$ cat config.mk
export PLATFORM = sky130hd
export DESIGN_NAME = albe_divider
export DESIGN_NICKNAME = d
export VERILOG_FILES = /design/src/rtl/albe_pkg.sv /design/src/rtl/albe_divider.sv
export SDC_FILE = /design/constraint.sdc
export NUM_CORES = 1
export LEC_CHECK = 0
export ABC_AREA = 1
export BUFFER_PORTS_ARGS = -buffer_cell sky130_fd_sc_hd__buf_4
export CAP_MARGIN = 20
export CORE_AREA = 2 2 131 133
export DETAILED_ROUTE_END_ITERATION = 8
export DIE_AREA = 0 0 133 135
export PLACE_DENSITY_LB_ADDON = 0.15
export SLEW_MARGIN = 40
export SYNTH_ARGS = -nofsm -noshare
export SYNTH_HDL_FRONTEND = slang
export SYNTH_SLANG_ARGS = --single-unit
export TNS_END_PERCENT = 10
$ cat constraint.sdc
create_clock -name clock -period 10.1 [get_ports clock]
set_input_delay 2.02 -clock clock [delete_from_list [all_inputs] [get_ports clock]]
set_output_delay 2.02 -clock clock [all_outputs]
set_load 0.05 [all_outputs]
$ cat src/rtl/albe_pkg.sv
// shared constants, types and codes for the antialiased line blend engine
package albe_pkg;

   // frame geometry
   localparam int FRAME_WIDTH  = 256;
   localparam int FRAME_HEIGHT = 256;
   localparam int ADDR_W       = $clog2(FRAME_WIDTH * FRAME_HEIGHT);

   // column arithmetic is carried in this signed width
   localparam int COL_W = 14;
   localparam logic signed [COL_W-1:0] FRAME_WIDTH_S = COL_W'(FRAME_WIDTH);

   // slope divider widths
   localparam int NUM_W  = 50;
   localparam int QUOT_W = 32;
   localparam int DEN_W  = 16;

   // blend constants
   localparam logic [23:0] BLEND_DEN = 24'd16711680;
   localparam logic [15:0] HALF_PIX  = 16'h8000;
   localparam logic [16:0] FULL_PIX  = 17'h10000;

   typedef logic [ADDR_W-1:0] addr_type;
   typedef logic [23:0]       pixel_type;

   // operation codes
   localparam logic [1:0] OP_WRITE = 2'd0;
   localparam logic [1:0] OP_READ  = 2'd1;
   localparam logic [1:0] OP_DRAW  = 2'd2;

   // register indexes
   localparam logic [2:0] CSR_RED   = 3'd0;
   localparam logic [2:0] CSR_GREEN = 3'd1;
   localparam logic [2:0] CSR_BLUE  = 3'd2;
   localparam logic [2:0] CSR_ALPHA = 3'd3;
   localparam logic [2:0] CSR_GAMMA = 3'd4;

   // line color and blend mode as seen by the blend unit
   typedef struct packed {
      logic [7:0] red;
      logic [7:0] green;
      logic [7:0] blue;
      logic [7:0] alpha;
      logic       gamma;
   } blend_cfg_type;

endpackage

$ cat src/rtl/albe_divider.sv
// iterative floor divider: signed numerator by positive divisor, one bit a cycle
module albe_divider (
   input  logic                               clock,
   input  logic                               reset,
   input  logic                               start,
   input  logic signed [albe_pkg::NUM_W-1:0]  numer,
   input  logic        [albe_pkg::DEN_W-1:0]  denom,
   output logic                               done,
   output logic signed [albe_pkg::QUOT_W-1:0] quot,
   output logic        [albe_pkg::DEN_W-1:0]  remd
);

   typedef enum logic [2:0] {
      DV_IDLE = 3'b001,
      DV_RUN  = 3'b010,
      DV_FIX  = 3'b100
   } dv_state_type;

   localparam int CNT_W = $clog2(albe_pkg::NUM_W);

   dv_state_type state_ff, state_in;
   logic [albe_pkg::NUM_W-1:0] mag_ff, mag_in;
   logic [albe_pkg::DEN_W-1:0] rem_ff, rem_in;
   logic [albe_pkg::DEN_W-1:0] den_ff, den_in;
   logic                       neg_ff, neg_in;
   logic [CNT_W-1:0]           cnt_ff, cnt_in;
   logic                       done_ff, done_in;
   logic signed [albe_pkg::QUOT_W-1:0] quot_ff, quot_in;
   logic [albe_pkg::DEN_W-1:0] remd_ff, remd_in;

   logic [albe_pkg::DEN_W:0]   trial;
   logic                       fits;
   logic [albe_pkg::NUM_W-1:0] qneg;

   always_comb begin
      state_in = state_ff;
      mag_in   = mag_ff;
      rem_in   = rem_ff;
      den_in   = den_ff;
      neg_in   = neg_ff;
      cnt_in   = cnt_ff;
      done_in  = 1'b0;
      quot_in  = quot_ff;
      remd_in  = remd_ff;
      // shift-subtract step
      trial = {rem_ff, mag_ff[albe_pkg::NUM_W-1]};
      fits  = trial >= {1'b0, den_ff};
      qneg  = '0;
      case (state_ff)
         DV_IDLE: begin
            if (start) begin
               neg_in   = numer[albe_pkg::NUM_W-1];
               mag_in   = numer[albe_pkg::NUM_W-1] ? 
                          albe_pkg::NUM_W'(-numer) : albe_pkg::NUM_W'(numer);
               den_in   = denom;
               rem_in   = '0;
               cnt_in   = '0;
               state_in = DV_RUN;
            end
         end
         DV_RUN: begin
            rem_in = fits ? albe_pkg::DEN_W'(trial - {1'b0, den_ff})
                          : albe_pkg::DEN_W'(trial);
            mag_in = {mag_ff[albe_pkg::NUM_W-2:0], fits};
            cnt_in = cnt_ff + 1'b1;
            if (cnt_ff == CNT_W'(albe_pkg::NUM_W - 1)) begin
               state_in = DV_FIX;
            end
         end
         DV_FIX: begin
            // round toward minus infinity for negative numerators
            if (neg_ff && rem_ff != '0) begin
               qneg    = ~mag_ff;
               remd_in = den_ff - rem_ff;
            end else if (neg_ff) begin
               qneg    = -mag_ff;
               remd_in = '0;
            end else begin
               qneg    = mag_ff;
               remd_in = rem_ff;
            end
            quot_in  = albe_pkg::QUOT_W'(qneg);
            done_in  = 1'b1;
            state_in = DV_IDLE;
         end
         default: begin
            state_in = DV_IDLE;
         end
      endcase
   end

   always_ff @(posedge clock) begin
      if (reset) begin
         state_ff <= DV_IDLE;
         done_ff  <= 1'b0;
         cnt_ff   <= '0;
      end else begin
         state_ff <= state_in;
         done_ff  <= done_in;
         cnt_ff   <= cnt_in;
      end
      mag_ff  <= mag_in;
      rem_ff  <= rem_in;
      den_ff  <= den_in;
      neg_ff  <= neg_in;
      quot_ff <= quot_in;
      remd_ff <= remd_in;
   end

   assign done = done_ff;
   assign quot = quot_ff;
   assign remd = remd_ff;

endmodule

==> out/metrics.csv <==
metric;value;unit
outcome;complete, no violations;
CTS tree;built;
Die Wd;133;um
CTS Hold Bufs;0;
unrepaired setup endpoints after global routing;no;
Synth area leaders;edfxtp_1 39%, nand2_1 17%, nor2_1 6.0%, inv_1 5.2%, nand3_1 5.1%;
Post-synth EDFFs;131;
pwr dens;145.7;nW/um^2
vias in the first global route;8509;
fillcell total;1339;
syn avg cell area;7.374;um^2
hold_sp;cnt_ff[5]$_SDFFE_PP0P_;
Final setup viols;0;
P_leak;5.164;nW
Fin Hold WS;469.9;ps
Top Metal Used;met4;
ys async rst share;0;%
Crit Path Max Fanout;56;
hold depth;2;
post-synth top area share;39.02;%
CP Data Arrival Time;4010;ps
Worst Hold Class;flop to flop;
Final GP Congestion;1.007;
Num CTS Buffers;17;
reg2reg end;mag_ff[22]$_DFFE_PP_;
Worst EP required;10160;ps
Via density;5.701;
Post-DP HPWL;20.64;mm
Post-Syn Area;10080;um^2
Max Fclk;253.1;MHz
Metal-1 WL;11.96;mm
Critical Path Source Type;input pin;
Critical R2R Launch;state_ff[2]$_SDFFE_PP0P_;
Tmin final;3951;ps
ANT cells;0;
Crit. End Element;flop;
worst path cell trace;buf_4 -> nand4_1 -> inv_1 -> nor2_1 -> inv_2 -> buf_4;
Reg2Reg Depth;6;
Synthesis Warnings;0;
maxcap violations;0;
DR vias;9726;
commonest non-fill, non-tap cell in the layout;nand2_1;
starting density of the core;61.44;%
Primary FF master, synth;edfxtp_1;
clock sink count;141;
GR Overflow Total;0;
sequential fraction of the synthesis area;41.01;%
clk buf depth;2;
met3 wire len;2.531;mm
Slew HR;48.83;%
core area;16410;um^2
Setup WS pre-CTS;5726;ps
Crit Path Category;input pin to flop;
share of layout cells above drive strength 1;12.72;%
most frequent CP cell;buf_4;
Tcrit/Tclk final;39.12;%
setup TNS;0;ps
overall power;1.702;mW
cell taking the most area after synthesis;edfxtp_1;
# H-tree levels;4;
most frequent cells in the layout;451 x nand2_1, 162 x nor2_1, 138 x inv_1;
worst-margin pin slew;764.8;ps
slowest stage delay, CP;630;ps
DR WL met2;12.12;mm
Cells after Synth;1367;
Routed Antenna Nets;0;
setup bufs post-CTS;0;
final hold vios;0;
Layout Area Growth over Synthesis;15.90;%
antenna violations before repair;0;
Reg clk slew, reported paths;60;ps
input/output buffers;117;
Worst R2R Setup Slack;7370;ps
synthesized flop and latch total;141;
DR DRC count;0;
largest net degree at the start of global routing;105;
Worst Slack Setup Final;6149;ps
post-synthesis net count;1473;
kind of cell adding the most delay to the critical path;buffers and inverters;
cts repair resizes;0;
slowest CP cell;buf_4;
worst skew pair latency;430;ps
DR WL/cell;15.95;um
DRT iter0 DRCs;1120;
die height;135;um
launch point of the critical path;start;
root buffer cell;clkbuf_16;
first-pass GRT wire length;43.19;mm
I/O pins;118;
WL final;27.22;mm
Die ar.;17960;um^2
Netlist cell types;46;
clock skew;6.282;ps
worst vdd ir;0.1242;mV
drt first pass iters;6;
GRT Total Usage;30.71;%
Buf+Inv Stages, Crit Path;4;
Worst Hold End;cnt_ff[5]$_SDFFE_PP0P_;
row count;47;
Slew Limit Fails;0;
Layout Nets;1580;
-- state kept, by name (all words and copies together), names as in the netlist --
signal and count:
state_ff 3, done 1, cnt_ff 6, neg_ff 1, remd 16, rem_ff 16
den_ff 16, mag_ff 50, quot 32
-- through the flow --
| step | std cells | area, um^2 | util [%] |
|---|---|---|---|
| CTS | 1706 | 11680 | 71.21 |
| global placement | 1675 | 11090 | 67.61 |
| detailed placement | 1675 | 11100 | 67.64 |
| floorplan | 1367 | 10080 | - |
| finish | 1706 | 11680 | 71.21 |
| global route | 1706 | 11680 | 71.21 |
-- cells by family after synthesis --
family,share of synthesized area [%]
flip-flops,41.01
buffers and inverters,7.075
AO/OA/AOI/OAI,7.720
adder cells (fa/ha/maj),4.741
XOR/XNOR,4.083
AND/OR/NAND/NOR,35.37
-- worst reg2reg max path, cell delays in order (launching register included) --
cell,delay [ps]
dfxtp_1,300
inv_1,140
nand4_1,180
inv_1,610
nor2_1,170
inv_2,290
buf_4,630
-- per-layer routing --
| layer | vias to the layer above | GRT usage (%) |
|---|---|---|
| met2 | 503 | 46.00 |
| met3 | 54 | 5.443 |
| li1 | 4748 | - |
| met1 | 4421 | 45.30 |
| met4 | 0 | 10.27 |
| met5 | - | 0 |
-- cell type report --
cell class	count	area [um^2]	area share, %
flip-flops and latches	141	4134	35.38
inverters	143	536.8	4.594
repair buffers	121	912.1	7.807
multi-input cells	1050	5239	44.84
well taps	220	275.3	2.356
clock buffers	17	425.4	3.641
clock inverters	14	161.4	1.381
-- synth_stat cells (3+ instances only) --
library cell / count
o21ai_0: 85
nor3_1: 5
xnor2_1: 19
buf_1: 4
a21oi_1: 40
nand4_1: 47
nor4_1: 3
inv_1: 139
buf_2: 14
nand3_2: 11
edfxtp_1: 131
ha_1: 35
o21bai_1: 4
nor2_2: 6
o21a_1: 3
nor2_1: 162
inv_2: 3
dfxtp_1: 10
o211ai_1: 3
clkbuf_1: 10
nand2_1: 451
buf_4: 3
nand3_1: 102
nand3b_1: 15
nand2_2: 7
xor2_1: 28
-- worst max path at each step --
stage | end | cells after the start
CTS | mag_ff[2]$_DFFE_PP_ | 6
detailed placement | mag_ff[4]$_DFFE_PP_ | 6
finish | mag_ff[22]$_DFFE_PP_ | 6
global route | mag_ff[0]$_DFFE_PP_ | 6
floorplan | mag_ff[0]$_DFFE_PP_ | 4
global placement | mag_ff[2]$_DFFE_PP_ | 6
-- where the power goes --
group          switching (mW)  internal, mW  leakage [nW]
logic                   0.232         0.120          3.57
registers              0.0342         0.687          1.31
clock network           0.261         0.368         0.277
(Power assumes the default switching activity.)
