==> src/rtl/albe_pkg.sv <==
// shared constants, types and codes for the antialiased line blend engine
package albe_pkg;

   // frame geometry
   localparam int FRAME_WIDTH  = 256;
   localparam int FRAME_HEIGHT = 256;
   localparam int ADDR_W       = $clog2(FRAME_WIDTH * FRAME_HEIGHT);

   // column arithmetic is carried in this signed width
   localparam int COL_W = 14;
   localparam logic signed [COL_W-1:0] FRAME_WIDTH_S = COL_W'(FRAME_WIDTH);

   // slope divider widths
   localparam int NUM_W  = 50;
   localparam int QUOT_W = 32;
   localparam int DEN_W  = 16;

   // blend constants
   localparam logic [23:0] BLEND_DEN = 24'd16711680;
   localparam logic [15:0] HALF_PIX  = 16'h8000;
   localparam logic [16:0] FULL_PIX  = 17'h10000;

   typedef logic [ADDR_W-1:0] addr_type;
   typedef logic [23:0]       pixel_type;

   // operation codes
   localparam logic [1:0] OP_WRITE = 2'd0;
   localparam logic [1:0] OP_READ  = 2'd1;
   localparam logic [1:0] OP_DRAW  = 2'd2;

   // register indexes
   localparam logic [2:0] CSR_RED   = 3'd0;
   localparam logic [2:0] CSR_GREEN = 3'd1;
   localparam logic [2:0] CSR_BLUE  = 3'd2;
   localparam logic [2:0] CSR_ALPHA = 3'd3;
   localparam logic [2:0] CSR_GAMMA = 3'd4;

   // line color and blend mode as seen by the blend unit
   typedef struct packed {
      logic [7:0] red;
      logic [7:0] green;
      logic [7:0] blue;
      logic [7:0] alpha;
      logic       gamma;
   } blend_cfg_type;

endpackage

==> src/rtl/albe_isqrt.sv <==
// integer square root of a 32-bit value, one root bit a cycle
module albe_isqrt (
   input  logic        clock,
   input  logic        reset,
   input  logic        start,
   input  logic [31:0] operand,
   output logic        done,
   output logic [15:0] root
);

   logic [31:0] opnd_ff, opnd_in;
   logic [16:0] rem_ff, rem_in;
   logic [15:0] root_ff, root_in;
   logic [3:0]  cnt_ff, cnt_in;
   logic        run_ff, run_in;
   logic        done_ff, done_in;

   logic [18:0] rem_sh;
   logic [18:0] trial;

   always_comb begin
      opnd_in = opnd_ff;
      rem_in  = rem_ff;
      root_in = root_ff;
      cnt_in  = cnt_ff;
      run_in  = run_ff;
      done_in = 1'b0;
      // bring down two bits and try 4*root+1
      rem_sh  = {rem_ff, opnd_ff[31:30]};
      trial   = {1'b0, root_ff, 2'b01};
      if (start && !run_ff) begin
         opnd_in = operand;
         rem_in  = '0;
         root_in = '0;
         cnt_in  = '0;
         run_in  = 1'b1;
      end else if (run_ff) begin
         opnd_in = {opnd_ff[29:0], 2'b00};
         if (rem_sh >= trial) begin
            rem_in  = 17'(rem_sh - trial);
            root_in = {root_ff[14:0], 1'b1};
         end else begin
            rem_in  = 17'(rem_sh);
            root_in = {root_ff[14:0], 1'b0};
         end
         cnt_in = cnt_ff + 1'b1;
         if (cnt_ff == 4'd15) begin
            run_in  = 1'b0;
            done_in = 1'b1;
         end
      end
   end

   always_ff @(posedge clock) begin
      if (reset) begin
         run_ff  <= 1'b0;
         done_ff <= 1'b0;
         cnt_ff  <= '0;
      end else begin
         run_ff  <= run_in;
         done_ff <= done_in;
         cnt_ff  <= cnt_in;
      end
      opnd_ff <= opnd_in;
      rem_ff  <= rem_in;
      root_ff <= root_in;
   end

   assign done = done_ff;
   assign root = root_ff;

endmodule

==> src/rtl/albe_pixel_blend.sv <==
// blends the line color into one pixel, linear or square-root mode
module albe_pixel_blend (
   input  logic                    clock,
   input  logic                    reset,
   input  albe_pkg::blend_cfg_type cfg,
   input  logic                    start,
   input  logic [16:0]             weight,
   input  albe_pkg::pixel_type     old_pixel,
   output logic                    done,
   output albe_pkg::pixel_type     new_pixel
);

   typedef enum logic [5:0] {
      BL_IDLE  = 6'b000001,
      BL_ALPHA = 6'b000010,
      BL_PROD  = 6'b000100,
      BL_SUM   = 6'b001000,
      BL_ROOT  = 6'b010000,
      BL_FIN   = 6'b100000
   } bl_state_type;

   bl_state_type state_ff, state_in;
   logic [16:0]         w_ff, w_in;
   albe_pkg::pixel_type old_ff, old_in;
   logic [23:0]         a_ff, a_in;
   logic [31:0]         pa_ff [3];
   logic [31:0]         pa_in [3];
   logic [31:0]         pb_ff [3];
   logic [31:0]         pb_in [3];
   logic [7:0]          res_ff [3];
   logic [7:0]          res_in [3];

   logic [7:0]  col_k [3];
   logic [31:0] sum   [3];
   logic [16:0] lin   [3];
   logic [15:0] root  [3];
   logic [2:0]  root_done;
   logic        root_start;

   assign col_k[0] = cfg.red;
   assign col_k[1] = cfg.green;
   assign col_k[2] = cfg.blue;
   assign root_start = (state_ff == BL_SUM) && cfg.gamma;

   // one root unit per channel
   for (genvar g = 0; g < 3; g++) begin : g_lane
      assign sum[g] = pa_ff[g] + pb_ff[g];
      // floor(sum / (255*65536)) via the high half and a divide by 255
      assign lin[g] = 17'(sum[g][31:16]) + 17'd1 + 17'(sum[g][31:24]);
      albe_isqrt u_isqrt (
         .clock   (clock),
         .reset   (reset),
         .start   (root_start),
         .operand (sum[g]),
         .done    (root_done[g]),
         .root    (root[g])
      );
   end

   always_comb begin
      state_in = state_ff;
      w_in     = w_ff;
      old_in   = old_ff;
      a_in     = a_ff;
      pa_in    = pa_ff;
      pb_in    = pb_ff;
      res_in   = res_ff;
      case (state_ff)
         BL_IDLE: begin
            if (start) begin
               w_in     = weight;
               old_in   = old_pixel;
               state_in = BL_ALPHA;
            end
         end
         BL_ALPHA: begin
            a_in     = 24'(w_ff * cfg.alpha);
            state_in = BL_PROD;
         end
         BL_PROD: begin
            for (int i = 0; i < 3; i++) begin
               pa_in[i] = 32'(a_ff * col_k[i]);
               pb_in[i] = 32'((albe_pkg::BLEND_DEN - a_ff) * old_ff[8*i +: 8]);
            end
            state_in = BL_SUM;
         end
         BL_SUM: begin
            for (int i = 0; i < 3; i++) begin
               res_in[i] = lin[i][15:8];
            end
            state_in = cfg.gamma ? BL_ROOT : BL_FIN;
         end
         BL_ROOT: begin
            if (root_done[0]) begin
               for (int i = 0; i < 3; i++) begin
                  res_in[i] = root[i][15:8];
               end
               state_in = BL_FIN;
            end
         end
         BL_FIN: begin
            state_in = BL_IDLE;
         end
         default: begin
            state_in = BL_IDLE;
         end
      endcase
   end

   always_ff @(posedge clock) begin
      if (reset) begin
         state_ff <= BL_IDLE;
      end else begin
         state_ff <= state_in;
      end
      w_ff   <= w_in;
      old_ff <= old_in;
      a_ff   <= a_in;
      pa_ff  <= pa_in;
      pb_ff  <= pb_in;
      res_ff <= res_in;
   end

   assign done      = (state_ff == BL_FIN);
   assign new_pixel = {res_ff[2], res_ff[1], res_ff[0]};

endmodule

==> config.mk <==
export PLATFORM = sky130hd
export DESIGN_NAME = albe_pixel_blend
export DESIGN_NICKNAME = d
export VERILOG_FILES = /design/src/rtl/albe_pkg.sv /design/src/rtl/albe_isqrt.sv /design/src/rtl/albe_pixel_blend.sv
export SDC_FILE = /design/constraint.sdc
export NUM_CORES = 2
export LEC_CHECK = 0
export ABC_AREA = 1
export BUFFER_PORTS_ARGS = -buffer_cell sky130_fd_sc_hd__buf_2
export CAP_MARGIN = 10
export CORE_ASPECT_RATIO = 1.75
export CORE_MARGIN = 4
export CORE_UTILIZATION = 60
export CTS_CLUSTER_SIZE = 12
export DETAILED_ROUTE_END_ITERATION = 16
export PLACE_DENSITY = 0.78
export SYNTH_ARGS = -nofsm -noshare
export SYNTH_HDL_FRONTEND = slang
export SYNTH_HIERARCHICAL = 1
export SYNTH_SLANG_ARGS = --single-unit
==> constraint.sdc <==
create_clock -name clock -period 62.1 [get_ports clock]
set_input_delay 12.42 -clock clock [delete_from_list [all_inputs] [get_ports clock]]
set_output_delay 12.42 -clock clock [all_outputs]
set_load 0.1 [all_outputs]
==> metrics.md <==
| Metric | Value |
|---|---|
| Status | finished clean |
| First-pass GRT wire length | 317 mm |
| RD Place Congestion | 1.05 |
| Port Buffer Count | 101 |
| Critical Path AT | 17.14 ns |
| Layout cell share with drive strength beyond 1 | 0.0461 |
| Worst slew pin tran | 1.09 ns |
| Peak supply drop | 0.0463 mV |
| Final Critical Period | 16.67 ns |
| Slew headroom | 0.270 |
| CORE AREA | 0.116 mm2 |
| HP Class | reg -> reg |
| CP required | 62.57 ns |
| Setup WS pre-CTS | 44.83 ns |
| Syn Nets | 10566 |
| CTS root buffer | clkbuf_16 |
| Die width | 267 um |
| Unrepaired setup endpoints after global routing | no |
| Register-to-register setup slack | 54.13 ns |
| Num rows | 165 |
| Multi-input gate area | 0.0480 mm2 |
| Routed WL per cell | 19.1 um |
| Vias | 59106 |
| Power per Cell Area | 48.7 mW/mm2 |
| Post-cts resize count | 0 |
| Nets@finish | 10487 |
| Crit path max fanout | 24 |
| Skew final | 0.0197 ns |
| CTS clk-pin slew, worst paths | 0.06 ns |
| TritonRoute pass-1 iters | 6 |
| CP max stage delay | 0.54 ns |
| Comb power frac | 0.761 |
| Setup TNS | 0 ns |
| CP startpoint kind | input pin |
| Clk Latency, worst-skew pair | 0.68 ns |
| CTS Buf Count | 55 |
| Hold_sp | g_lane[0].u_isqrt/rem_ff[15] |
| Die height | 461 um |
| Syn Area/Cell | 7.78 um2 |
| Syn. warnings | 6 |
| Final non-filler cell total | 10508 |
| GR Util All Layers | 0.330 |
| CP startpoint | cfg[27] |
| Sequential Power Share | 0.148 |
| NetSw | 1.90 mW |
| Most common cell after layout, fill and taps aside | nand2_1 |
| Crit path top cell by count | nand2_1 |
| Final setup fails | 0 |
| Max-cap violations | 0 |
| Synth Cell Area | 0.0702 mm2 |
| Final core utilization | 0.634 |
| Static Leak | 38.6 nW |
| Pins Over Slew Limit | 0 |
| Switching Share | 0.533 |
| Layout fillers | 10128 |
| Final Worst Setup Slack | 45.43 ns |
| Drt initial violations | 4492 |
| Mapped Cells | 9030 |
| Worst r2r src | a_ff[0] |
| CTS Sinks | 498 |
| DRC | 0 |
| Postcts setup bufs | 0 |
| Post-DRT Antenna Nets | 0 |
| CP cell instances | buf_2, nand2_1, inv_1, fa_1, fa_1, inv_1, fa_1, inv_1, fa_1, ha_1, nand2_1, o21ai_0, nand2_1, nand2_1, nand2_1, nand2_1, nand2_1, nand3_1, nand2_1, nand2_1, nand3_1, nand2_1, a21oi_1, xnor2_1 |
| Initial antenna violation count | 11 |
| TritonCTS clock tree | built |
| Critical-path top delay cell | fa_1 |
| CP Class | in -> reg |
| Max Fclk | 60.0 MHz |
| Worst setup EP type | flip-flop |
| Final Cycle Share | 0.268 |
| Boundary Pins | 102 |
| Most frequent cells in the layout | nand2_1, inv_1, fa_1 |
| Vias in the first global route | 62283 |
| Initial Util | 0.606 |
| Final-report hold violation count | 0 |
| Htree depth | 2 |
| Maximum clock path buffer count | 3 |
| Hold_buf cts | 0 |
| DP HPWL | 160 mm |
| Placed cells | 10397 |
| Overflow after GRT | 0 |
| Largest net degree at the start of global routing | 73 |
| Detailed-route wire length | 201 mm |
| Vias/cell | 5.62 |
| Power, Total | 3.57 mW |
| P_int | 1.67 mW |
| Layout area overhead | 4.64% |
| Die Area | 0.123 mm2 |
| Clock power frac | 0.090 |
| FF+latch area | 0.0137 mm2 |
## critical path, delay by kind of cell
| kind | cells | cell delay (ns) |
|---|---|---|
| adder cells (fa/ha/maj) | 5 | 2.33 |
| XOR/XNOR | 1 | 0.27 |
| AND/OR/NAND/NOR | 12 | 1.24 |
| AO/OA/AOI/OAI | 2 | 0.37 |
| buffers and inverters | 4 | 0.48 |
## path summary, 6_finish.rpt
path                                       end  depth (start not counted)
setup / recovery                     pa_ff[87]                         24
hold / removal    g_lane[0].u_isqrt/rem_ff[15]                          2
setup reg to reg                     pb_ff[29]                         30
hold reg to reg   g_lane[0].u_isqrt/rem_ff[15]                          2
## final cells by class
class / instances / area share
antenna: 11 / 0.000375
clock buffer: 76 / 0.0207
clock inverter: 24 / 0.00271
inverter: 1912 / 0.0977
multi-input combinational: 6332 / 0.654
sequential: 498 / 0.187
tap: 1503 / 0.0256
timing repair buffer: 152 / 0.0121
## state kept, by name, summed over array words and instances, names as in the netlist, 6 cells and up
register                count
g_lane.u_isqrt/opnd_ff     96
pa_ff                      96
pb_ff                      96
g_lane.u_isqrt/rem_ff      51
g_lane.u_isqrt/root        48
a_ff                       24
new_pixel                  24
old_ff                     24
w_ff                       17
g_lane.u_isqrt/cnt_ff      12
state_ff                    6
## per-layer routing
metal  global-route usage  up-vias  share of wire
li1                     -    27225              -
met2                0.591     2479           0.50
met4                0.250        4          0.093
met1                0.349    28460           0.34
met5                    0        -        0.00013
met3               0.0463      938          0.065
## metrics by stage
step / hold WS, ns / instance area (um2)
2_1_floorplan: 0.430 / 70200
5_1_grt: 0.488 / 73400
3_5_place_dp: 0.450 / 71700
3_3_place_gp: 0.444 / 71700
4_1_cts: 0.461 / 73400
6_report: 0.461 / 73500
## power groups by stage
stage / registers (mW) / logic (mW) / clock network, mW
final: 0.530 / 2.72 / 0.323
after global routing: 0.531 / 3.03 / 0.342
after CTS: 0.529 / 2.69 / 0.331
after detailed placement: 0.536 / 2.67 / 0
after global placement: 0.536 / 2.62 / 0
after floorplan: 0.527 / 1.94 / 0
(Power assumes the default switching activity.)
